File: config.mk
export PLATFORM = sky130hd
export DESIGN_NAME = ccn_pending_interest_table
export DESIGN_NICKNAME = d
export VERILOG_FILES = /design/src/rtl/core/pit_pkg.sv /design/src/rtl/core/pit_ctrl.sv /design/src/rtl/core/pit_dpath.sv /design/src/rtl/core/ccn_pending_interest_table.sv
export SDC_FILE = /design/constraint.sdc
export NUM_CORES = 2
export LEC_CHECK = 0
export ABC_AREA = 1
export BUFFER_PORTS_ARGS = -buffer_cell sky130_fd_sc_hd__clkbuf_2
export CORE_MARGIN = 2
export CORE_UTILIZATION = 60
export DETAILED_ROUTE_END_ITERATION = 7
export PLACE_DENSITY = 0.72
export SLEW_MARGIN = 10
export SYNTH_ARGS = -nofsm -noshare
export SYNTH_HDL_FRONTEND = slang
export SYNTH_SLANG_ARGS = --single-unit
File: constraint.sdc
create_clock -name clock -period 18.6 [get_ports clock]
set_clock_uncertainty 0.2 [all_clocks]
set_input_delay 0.93 -clock clock [delete_from_list [all_inputs] [get_ports clock]]
set_output_delay 0.93 -clock clock [all_outputs]
set_load 0.01 [all_outputs]
File: src/rtl/core/pit_pkg.sv
// Shared types and constants for the pending-interest table block.
// Depends on nothing; every other file of the block refers to it by scoped names.
package pit_pkg;

   typedef enum logic [1:0] {
      CMD_INTEREST = 2'd0,
      CMD_DATA     = 2'd1,
      CMD_TICK     = 2'd2,
      CMD_UNKNOWN  = 2'd3
   } cmd_type;

   typedef enum logic [2:0] {
      ACT_AGGREGATED = 3'd0,
      ACT_FORWARDED  = 3'd1,
      ACT_LOCAL      = 3'd2,
      ACT_NO_ROUTE   = 3'd3,
      ACT_DELIVERED  = 3'd4,
      ACT_UNSOLICIT  = 3'd5,
      ACT_TICK       = 3'd6,
      ACT_FULL       = 3'd7
   } act_type;

   localparam logic [1:0] CSR_LOCAL_ID = 2'd0;
   localparam logic [1:0] CSR_DEF_MASK = 2'd1;
   localparam logic [1:0] CSR_TIMEOUT  = 2'd2;

   typedef struct packed {
      cmd_type     command;
      logic [15:0] content_id;
      logic [2:0]  arrival_face;
      logic        from_local;
   } pit_req_type;

   typedef struct packed {
      act_type     action;
      logic [7:0]  face_mask;
      logic        local_deliver;
   } pit_rsp_type;

   typedef struct packed {
      logic        valid;
      logic [15:0] content;
      logic [7:0]  faces;
      logic        local_flag;
      logic [15:0] stamp;
   } pit_entry_type;

   // Controller to datapath commands.
   typedef struct packed {
      logic clear;
      logic load;
      logic rd;
      logic finish;
   } pit_cmd_type;

   // Datapath to controller status.
   typedef struct packed {
      logic out_free;
   } pit_stat_type;

endpackage

File: src/rtl/core/pit_ctrl.sv
// Sequencer for the pending-interest table: clearing pass, table sweep and result hand-off.
// Depends on pit_pkg.
module pit_ctrl #(
   parameter int TABLE_ENTRIES = 64
) (
   input  logic                         clock,
   input  logic                         reset,
   input  logic                         req_valid,
   input  pit_pkg::cmd_type             req_command,
   output logic                         req_stall,
   input  pit_pkg::pit_stat_type        stat,
   output pit_pkg::pit_cmd_type         cmd,
   output logic [$clog2(TABLE_ENTRIES)-1:0] addr
);

   localparam int IdxW = $clog2(TABLE_ENTRIES);
   localparam logic [IdxW-1:0] LastIdx = IdxW'(TABLE_ENTRIES - 1);

   typedef enum logic [2:0] {
      ST_CLEAR,
      ST_IDLE,
      ST_SWEEP,
      ST_DRAIN,
      ST_FINISH
   } state_type;

   state_type       state_ff, state_in;
   logic [IdxW-1:0] addr_ff, addr_in;

   always_comb begin
      state_in = state_ff;
      addr_in  = addr_ff;
      unique case (state_ff)
         ST_CLEAR: begin
            addr_in = addr_ff + 1'b1;
            if (addr_ff == LastIdx) begin
               state_in = ST_IDLE;
            end
         end
         ST_IDLE: begin
            addr_in = '0;
            if (req_valid && req_command != pit_pkg::CMD_UNKNOWN) begin
               state_in = ST_SWEEP;
            end
         end
         ST_SWEEP: begin
            addr_in = addr_ff + 1'b1;
            if (addr_ff == LastIdx) begin
               state_in = ST_DRAIN;
            end
         end
         ST_DRAIN: begin
            state_in = ST_FINISH;
         end
         ST_FINISH: begin
            if (stat.out_free) begin
               state_in = ST_IDLE;
            end
         end
         default: begin
            state_in = ST_IDLE;
         end
      endcase
   end

   always_ff @(posedge clock) begin
      if (reset) begin
         state_ff <= ST_CLEAR;
         addr_ff  <= '0;
      end else begin
         state_ff <= state_in;
         addr_ff  <= addr_in;
      end
   end

   always_comb begin
      req_stall  = (state_ff != ST_IDLE);
      cmd.clear  = (state_ff == ST_CLEAR);
      cmd.load   = (state_ff == ST_IDLE) && req_valid
                   && (req_command != pit_pkg::CMD_UNKNOWN);
      cmd.rd     = (state_ff == ST_SWEEP);
      cmd.finish = (state_ff == ST_FINISH) && stat.out_free;
      addr       = addr_ff;
   end

endmodule

File: src/rtl/core/pit_dpath.sv
// Datapath of the pending-interest table: entry memory, sweep compare, result register.
// Depends on pit_pkg.
module pit_dpath #(
   parameter int TABLE_ENTRIES = 64,
   parameter int FACE_COUNT    = 8
) (
   input  logic                         clock,
   input  logic                         reset,
   input  pit_pkg::pit_cmd_type         cmd,
   input  logic [$clog2(TABLE_ENTRIES)-1:0] addr,
   output pit_pkg::pit_stat_type        stat,
   input  pit_pkg::pit_req_type         req_data,
   input  logic                         csr_wr_en,
   input  logic [1:0]                   csr_index,
   input  logic [15:0]                  csr_wdata,
   output logic                         rsp_valid,
   input  logic                         rsp_stall,
   output pit_pkg::pit_rsp_type         rsp_data
);

   localparam int IdxW = $clog2(TABLE_ENTRIES);
   localparam logic [7:0] FaceBits = (FACE_COUNT >= 8) ? 8'hFF
                                   : 8'((1 << FACE_COUNT) - 1);

   pit_pkg::pit_entry_type mem [TABLE_ENTRIES];

   logic [15:0] lcid_ff, timeout_ff, time_ff;
   logic [7:0]  dmask_ff;

   pit_pkg::pit_req_type   item_ff;
   pit_pkg::pit_entry_type rd_data_ff, hit_ent_ff;
   logic                   rd_vld_ff, hit_ff, free_ff;
   logic [IdxW-1:0]        rd_idx_ff, hit_idx_ff, free_idx_ff;

   pit_pkg::pit_rsp_type   rsp_ff, rsp_in;
   logic                   rsp_valid_ff;

   logic                   wr_en;
   logic [IdxW-1:0]        wr_addr;
   pit_pkg::pit_entry_type wr_data;
   logic                   match, expired;
   logic [15:0]            age;
   logic [7:0]             face_bit, fwd;

   assign stat.out_free = !rsp_valid_ff || !rsp_stall;
   assign rsp_valid     = rsp_valid_ff;
   assign rsp_data      = rsp_ff;

   always_ff @(posedge clock) begin
      if (reset) begin
         lcid_ff    <= '0;
         dmask_ff   <= 8'hFF;
         timeout_ff <= 16'd4;
      end else if (csr_wr_en) begin
         unique case (csr_index)
            pit_pkg::CSR_LOCAL_ID: lcid_ff    <= csr_wdata;
            pit_pkg::CSR_DEF_MASK: dmask_ff   <= csr_wdata[7:0];
            pit_pkg::CSR_TIMEOUT:  timeout_ff <= csr_wdata;
            default: begin
            end
         endcase
      end
   end

   always_comb begin
      age      = time_ff - rd_data_ff.stamp;
      match    = rd_data_ff.valid && (rd_data_ff.content == item_ff.content_id);
      expired  = rd_data_ff.valid && (age > timeout_ff);
      face_bit = item_ff.from_local ? 8'd0
               : ((8'd1 << item_ff.arrival_face) & FaceBits);
      fwd      = dmask_ff & FaceBits & ~face_bit;
   end

   // Result and table writes: clearing, tick purges, and at most one write at the end.
   always_comb begin
      wr_en   = 1'b0;
      wr_addr = rd_idx_ff;
      wr_data = '0;
      rsp_in  = '{action: pit_pkg::ACT_TICK, face_mask: 8'd0, local_deliver: 1'b0};
      if (cmd.clear) begin
         wr_en   = 1'b1;
         wr_addr = addr;
      end else if (rd_vld_ff) begin
         wr_en = (item_ff.command == pit_pkg::CMD_TICK) && expired;
      end else if (cmd.finish) begin
         unique case (item_ff.command)
            pit_pkg::CMD_INTEREST: begin
               if (hit_ff) begin
                  wr_en              = 1'b1;
                  wr_addr            = hit_idx_ff;
                  wr_data            = hit_ent_ff;
                  wr_data.faces      = hit_ent_ff.faces | face_bit;
                  wr_data.local_flag = hit_ent_ff.local_flag | item_ff.from_local;
                  wr_data.stamp      = time_ff;
                  rsp_in.action      = pit_pkg::ACT_AGGREGATED;
               end else if (!free_ff) begin
                  rsp_in.action = pit_pkg::ACT_FULL;
               end else if (item_ff.content_id == lcid_ff) begin
                  rsp_in.action        = pit_pkg::ACT_LOCAL;
                  rsp_in.face_mask     = face_bit;
                  rsp_in.local_deliver = item_ff.from_local;
               end else if (fwd == 8'd0) begin
                  rsp_in.action = pit_pkg::ACT_NO_ROUTE;
               end else begin
                  wr_en              = 1'b1;
                  wr_addr            = free_idx_ff;
                  wr_data.valid      = 1'b1;
                  wr_data.content    = item_ff.content_id;
                  wr_data.faces      = face_bit;
                  wr_data.local_flag = item_ff.from_local;
                  wr_data.stamp      = time_ff;
                  rsp_in.action      = pit_pkg::ACT_FORWARDED;
                  rsp_in.face_mask   = fwd;
               end
            end
            pit_pkg::CMD_DATA: begin
               if (hit_ff) begin
                  wr_en                = 1'b1;
                  wr_addr              = hit_idx_ff;
                  rsp_in.action        = pit_pkg::ACT_DELIVERED;
                  rsp_in.face_mask     = hit_ent_ff.faces;
                  rsp_in.local_deliver = hit_ent_ff.local_flag;
               end else begin
                  rsp_in.action = pit_pkg::ACT_UNSOLICIT;
               end
            end
            default: begin
            end
         endcase
      end
   end

   always_ff @(posedge clock) begin
      if (wr_en) begin
         mem[wr_addr] <= wr_data;
      end
      if (cmd.rd) begin
         rd_data_ff <= mem[addr];
      end
   end

   always_ff @(posedge clock) begin
      if (reset) begin
         time_ff      <= '0;
         rd_vld_ff    <= 1'b0;
         hit_ff       <= 1'b0;
         free_ff      <= 1'b0;
         rsp_valid_ff <= 1'b0;
      end else begin
         rd_vld_ff <= cmd.rd;
         if (cmd.load) begin
            hit_ff  <= 1'b0;
            free_ff <= 1'b0;
            if (req_data.command == pit_pkg::CMD_TICK) begin
               time_ff <= time_ff + 16'd1;
            end
         end else if (rd_vld_ff) begin
            if (match && !hit_ff) begin
               hit_ff <= 1'b1;
            end
            if (!rd_data_ff.valid && !free_ff) begin
               free_ff <= 1'b1;
            end
         end
         if (cmd.finish) begin
            rsp_valid_ff <= 1'b1;
         end else if (!rsp_stall) begin
            rsp_valid_ff <= 1'b0;
         end
      end
   end

   always_ff @(posedge clock) begin
      rd_idx_ff <= addr;
      if (cmd.load) begin
         item_ff <= req_data;
      end
      if (rd_vld_ff && match && !hit_ff) begin
         hit_idx_ff <= rd_idx_ff;
         hit_ent_ff <= rd_data_ff;
      end
      if (rd_vld_ff && !rd_data_ff.valid && !free_ff) begin
         free_idx_ff <= rd_idx_ff;
      end
      if (cmd.finish) begin
         rsp_ff <= rsp_in;
      end
   end

endmodule

File: src/rtl/core/ccn_pending_interest_table.sv
// rsp_valid rises once an accepted interest, data or tick beat has been swept, one table
// entry per cycle from the memory port, and the finish state finds the result register free;
// req_stall stays high until then. A command of 3 is accepted while idle but gives no result.
// Reset: synchronous, active high; a clearing pass over every table entry follows, during
// which req_stall stays high. Configuration writes are taken at any time.
// Depends on pit_pkg, pit_ctrl and pit_dpath.
module ccn_pending_interest_table #(
   parameter int TABLE_ENTRIES = 64,
   parameter int FACE_COUNT    = 8
) (
   input  logic                  clock,
   input  logic                  reset,
   input  logic                  req_valid,
   output logic                  req_stall,
   input  pit_pkg::pit_req_type  req_data,
   output logic                  rsp_valid,
   input  logic                  rsp_stall,
   output pit_pkg::pit_rsp_type  rsp_data,
   input  logic                  csr_wr_en,
   input  logic [1:0]            csr_index,
   input  logic [15:0]           csr_wdata
);

   // The controller walks an address counter over the table; the datapath reads one
   // entry per cycle, tracks the first matching and the first free entry, purges
   // expired entries on a tick, and writes back at most one entry when the beat ends.

   pit_pkg::pit_cmd_type  cmd;
   pit_pkg::pit_stat_type stat;
   logic [$clog2(TABLE_ENTRIES)-1:0] addr;

   pit_ctrl #(
      .TABLE_ENTRIES(TABLE_ENTRIES)
   ) u_ctrl (
      .clock      (clock),
      .reset      (reset),
      .req_valid  (req_valid),
      .req_command(req_data.command),
      .req_stall  (req_stall),
      .stat       (stat),
      .cmd        (cmd),
      .addr       (addr)
   );

   pit_dpath #(
      .TABLE_ENTRIES(TABLE_ENTRIES),
      .FACE_COUNT   (FACE_COUNT)
   ) u_dpath (
      .clock    (clock),
      .reset    (reset),
      .cmd      (cmd),
      .addr     (addr),
      .stat     (stat),
      .req_data (req_data),
      .csr_wr_en(csr_wr_en),
      .csr_index(csr_index),
      .csr_wdata(csr_wdata),
      .rsp_valid(rsp_valid),
      .rsp_stall(rsp_stall),
      .rsp_data (rsp_data)
   );

`ifndef SYNTH
   // The clearing pass must hold off input right after reset.
   a_clear_after_reset: assert property (@(posedge clock) reset |=> req_stall)
      else $error("input not stalled during clearing pass");

   // A real command starts a sweep, so the next beat must wait.
   a_busy_after_accept: assert property (@(posedge clock) disable iff (reset)
      (req_valid && !req_stall && req_data.command != pit_pkg::CMD_UNKNOWN) |=> req_stall)
      else $error("input accepted during a sweep");

   // A result only appears at the end of a sweep.
   a_result_from_sweep: assert property (@(posedge clock) disable iff (reset)
      $rose(rsp_valid) |-> $past(req_stall))
      else $error("result without a sweep");
`endif

endmodule

==> impl_metrics.py <==
metrics = {
    "sta": {
        "fin_tns_setup_ns": 0,
        "fin_crit_sh_pct": 37.5,
        "slew_violations": 4,
        "slew_headroom_pct": -4.57,
        "min_period_ns": 6.97,
        "setup_viol": 0,
        "tightest_slew_ns": 1.55,
        "rsz0062_at_grt": "false",
        "max_freq_mhz": 143,
        "hold_viol_final": 0,
    },
    "floorplan": {
        "ios": 59,
        "rows": 159,
        "core_um2": 188000,
        "dieHeight_um": 439,
        "initial_core_util_pct": 60.4,
        "die_area_um2": 193000,
        "die_w_um": 439,
    },
    "route": {
        "wl_met2_mm": 151,
        "drt-pass1-iter-count": 8,
        "wl_met3_mm": 43.7,
        "routed_wl_mm": 338,
        "topRoutingLayerUsed": "met5",
        "viasPerCell": 6.68,
        "drt-met1-wl_mm": 121,
        "vias": 76507,
        "drt_iter0_drc": 12910,
        "detail-route-antenna-nets": 0,
        "drc": 37,
        "post_drt_wl_per_cell_um": 29.5,
    },
    "cells_and_area": {
        "nets": 8838,
        "area_growth_pct": 11.3,
        "drive_gt1_share_pct": 8.91,
    },
    "synthesis": {
        "synth_top_area_cell": "edfxtp_1",
        "syn-cell-area_um2": 114000,
        "synth_commonest_cells": "edfxtp_1, nor2_1, o21ai_0",
        "netlist_instances": 8807,
        "synth_edf_count": 2802,
        "ys_ff_latch": 2877,
        "ys_warn_count": 0,
        "synth.area.top_cells": "edfxtp_1, o21ai_0, nor2_1, o22ai_1, clkbuf_1",
        "avgSynthCellArea_um2": 12.9,
        "synth.distinct_cells": 52,
        "synth_seq_area_share_pct": 75.4,
        "synth_most_common_cell": "edfxtp_1",
        "synth_top_area_share_pct": 74.0,
        "syn_nets": 8886,
        "synthFlopType": "edfxtp_1",
        "async_flop_share_pct": 0,
    },
    "setup_path": {
        "crit_chain": "inv_1 -> ha_1 -> fa_1 -> nor2_1 -> nor2_1 -> o21ai_0 -> a21boi_0 -> o21ai_0 -> a21o_1 -> a21oi_1 -> xor2_1 -> ha_1 -> nand3_1 -> nor4_1 -> nand2_1 -> o2111ai_1 -> a21oi_1 -> nor2_2 -> nand2_1 -> nor2_4 -> buf_4",
        "cp_slowest_cell": "nor2_4",
        "critical_path.max_stage_delay_ns": 0.83,
        "crit_buf_inv": 2,
        "crit_fanout": 22,
        "cp.arrival_ns": 7.36,
        "reg2regPathDepth": 21,
        "end_kind": "flip-flop",
        "r2r-start": "u_dpath.time_ff[0]$_SDFFE_PP0P_",
        "critPathTopFamily": "simple AND/OR/NAND/NOR gates",
        "r2r-end": "u_dpath.mem[21][12]$_DFFE_PP_",
        "crit_type": "flip-flop to flip-flop",
        "required_ns": 18.99,
        "crit_path_start_kind": "flip-flop",
        "ff2ff_setup_slack_ns": 11.63,
    },
    "pwr": {
        "leakage_nw": 41.2,
        "p_per_area_nw_per_um2": 108,
        "power_w": 0.0137,
        "vdd_drop_max_mv": 0.0853,
    },
    "clocking": {
        "path_clk_slew_ns": 0.06,
        "htreeDepth": 5,
        "clock_path_buffers": 4,
        "worstSkewPairLatency_ns": 0.97,
        "root_buffer": "clkbuf_16",
        "cts_setup_buffers": 0,
        "cts_tree": "done",
        "clkSinkCount": 2877,
        "numCtsBuffers": 297,
    },
    "min_path": {
        "hold_class": "primary input to flip-flop",
        "hold_depth": 3,
        "holdPathEnd": "u_dpath.rsp_valid$_SDFFE_PP0P_",
        "hold_start": "rsp_stall",
    },
    "grt": {
        "grt_max_degree": 189,
        "grt_pass1_vias": 72104,
        "grt_usage_pct": 34.6,
        "antenna_found_initial": 21,
        "grt_overflow_total": 0,
        "grt_pass1_wl_mm": 486,
    },
    "placement": {
        "dp_hpwl_mm": 186,
        "io_buffers": 58,
        "place.gp.congestion": 0.942,
    },
    "flow_run": {
        "cap_violations": 2,
    },
    "run_status": {
        "violations": "design-rule violations, max-capacitance violations, max-slew violations",
        "run_status": "finished with violations",
    },
}
worst max-delay path by stage:
| stage | start | endpoint | slack [ns] | cells after the start |
|---|---|---|---|---|
| 3_5_place_dp | u_dpath.time_ff[0]$_SDFFE_PP0P_ | u_dpath.mem[21][15]$_DFFE_PP_ | 11.74 | 21 |
| 3_3_place_gp | u_dpath.time_ff[0]$_SDFFE_PP0P_ | u_dpath.mem[21][40]$_DFFE_PP_ | 11.87 | 21 |
| 6_report | u_dpath.time_ff[0]$_SDFFE_PP0P_ | u_dpath.mem[21][12]$_DFFE_PP_ | 11.63 | 21 |
| 4_1_cts | u_dpath.time_ff[0]$_SDFFE_PP0P_ | u_dpath.mem[21][15]$_DFFE_PP_ | 11.70 | 21 |
| 5_1_grt | u_dpath.time_ff[0]$_SDFFE_PP0P_ | u_dpath.mem[21][15]$_DFFE_PP_ | 11.23 | 21 |
| 2_1_floorplan | u_dpath.time_ff[0]$_SDFFE_PP0P_ | u_dpath.mem[10][0]$_DFFE_PP_ | 12.78 | 20 |
stage by stage:
step	area (um^2)	worst slack (ns)	hold slack [ns]	util (%)	cells
finish	126000	11.63	0.0806	67.3	11458
global route	126000	11.23	0.0872	67.3	11456
CTS	126000	11.70	0.0385	67.3	11453
detailed placement	117000	11.74	0.232	62.3	10931
global placement	117000	11.87	0.202	62.3	10930
floorplan	114000	12.78	0.129	-	8807
registers in the layout (all words and copies together), names as in the netlist, 8 cells and up:
signal              flops
u_dpath.item_ff        22
u_dpath.rsp_data       12
u_dpath.dmask_ff        8
u_dpath.mem          2688
u_dpath.lcid_ff        16
u_dpath.rd_data_ff     42
u_dpath.hit_ent_ff     26
u_dpath.timeout_ff     16
u_dpath.time_ff        16
cell usage in the layout, fill, tap and decap left out, types with 53 or more instances in the layout:
| cell type | count |
|---|---|
| clkbuf_16 | 302 |
| o22ai_1 | 824 |
| o21ai_0 | 1780 |
| edfxtp_1 | 2802 |
| inv_1 | 142 |
| clkbuf_1 | 67 |
| nor2_1 | 1855 |
| nand2_1 | 218 |
| clkbuf_2 | 58 |
| a21oi_1 | 86 |
| buf_4 | 176 |
| nor2_4 | 87 |
| dfxtp_1 | 68 |
| clkinv_1 | 58 |
| nand3_1 | 53 |
layout make-up:
| cell class | count | area [um^2] |
|---|---|---|
| fill | 12873 | 61500 |
| clock inverter | 125 | 1120 |
| inverter | 153 | 604 |
| antenna | 3 | 7.51 |
| timing repair buffer | 269 | 2090 |
| tap | 2495 | 3120 |
| clock buffer | 375 | 7890 |
| sequential | 2877 | 85700 |
| multi-input combinational | 5161 | 26000 |
repair_timing:
| action | 4_1_cts | 5_1_grt |
|---|---|---|
| hold buffers | 22 | 0 |
| gates resized for setup | 0 | 0 |
| hold endpoints to repair | 22 | 0 |
cells by family (layout without fill, tap and decap cells):
logic type,after synthesis,after routing,share of synthesized area [%]
simple gates,2287,2287,7.85
flops,2877,2877,75.4
xor+xnor,25,25,0.193
other cells,0,3,0
fa+ha+maj,34,34,0.381
buf+inv,769,922,2.60
compound gates,2815,2815,13.6
power breakdown:
group	internal, W	leakage [nW]	total (W)	switching [W]
Sequential	0.00705	26.6	0.00707	0.0000199
Combinational	0.000251	10.1	0.000963	0.000712
Clock	0.00327	4.41	0.00567	0.00240
Total	0.0106	41.2	0.0137	0.00314
per-layer routing:
layer,track usage (%),vias to the layer above
met5,0,-
met3,8.87,925
met2,51.7,5480
li1,-,32640
met4,20.3,4
met1,46.4,37458
worst reg2reg max path, cell delays in order (launching register included):
cell       delay (ns)
dfxtp_1          0.37
inv_1            0.12
ha_1             0.23
fa_1             0.40
nor2_1           0.14
nor2_1           0.10
o21ai_0          0.35
a21boi_0         0.21
o21ai_0          0.32
a21o_1           0.17
a21oi_1          0.07
xor2_1           0.16
ha_1             0.31
nand3_1          0.10
nor4_1           0.34
nand2_1          0.11
o2111ai_1        0.12
a21oi_1          0.24
nor2_2           0.49
nand2_1          0.67
nor2_4           0.85
buf_4            0.54
(Power assumes the default switching activity.)
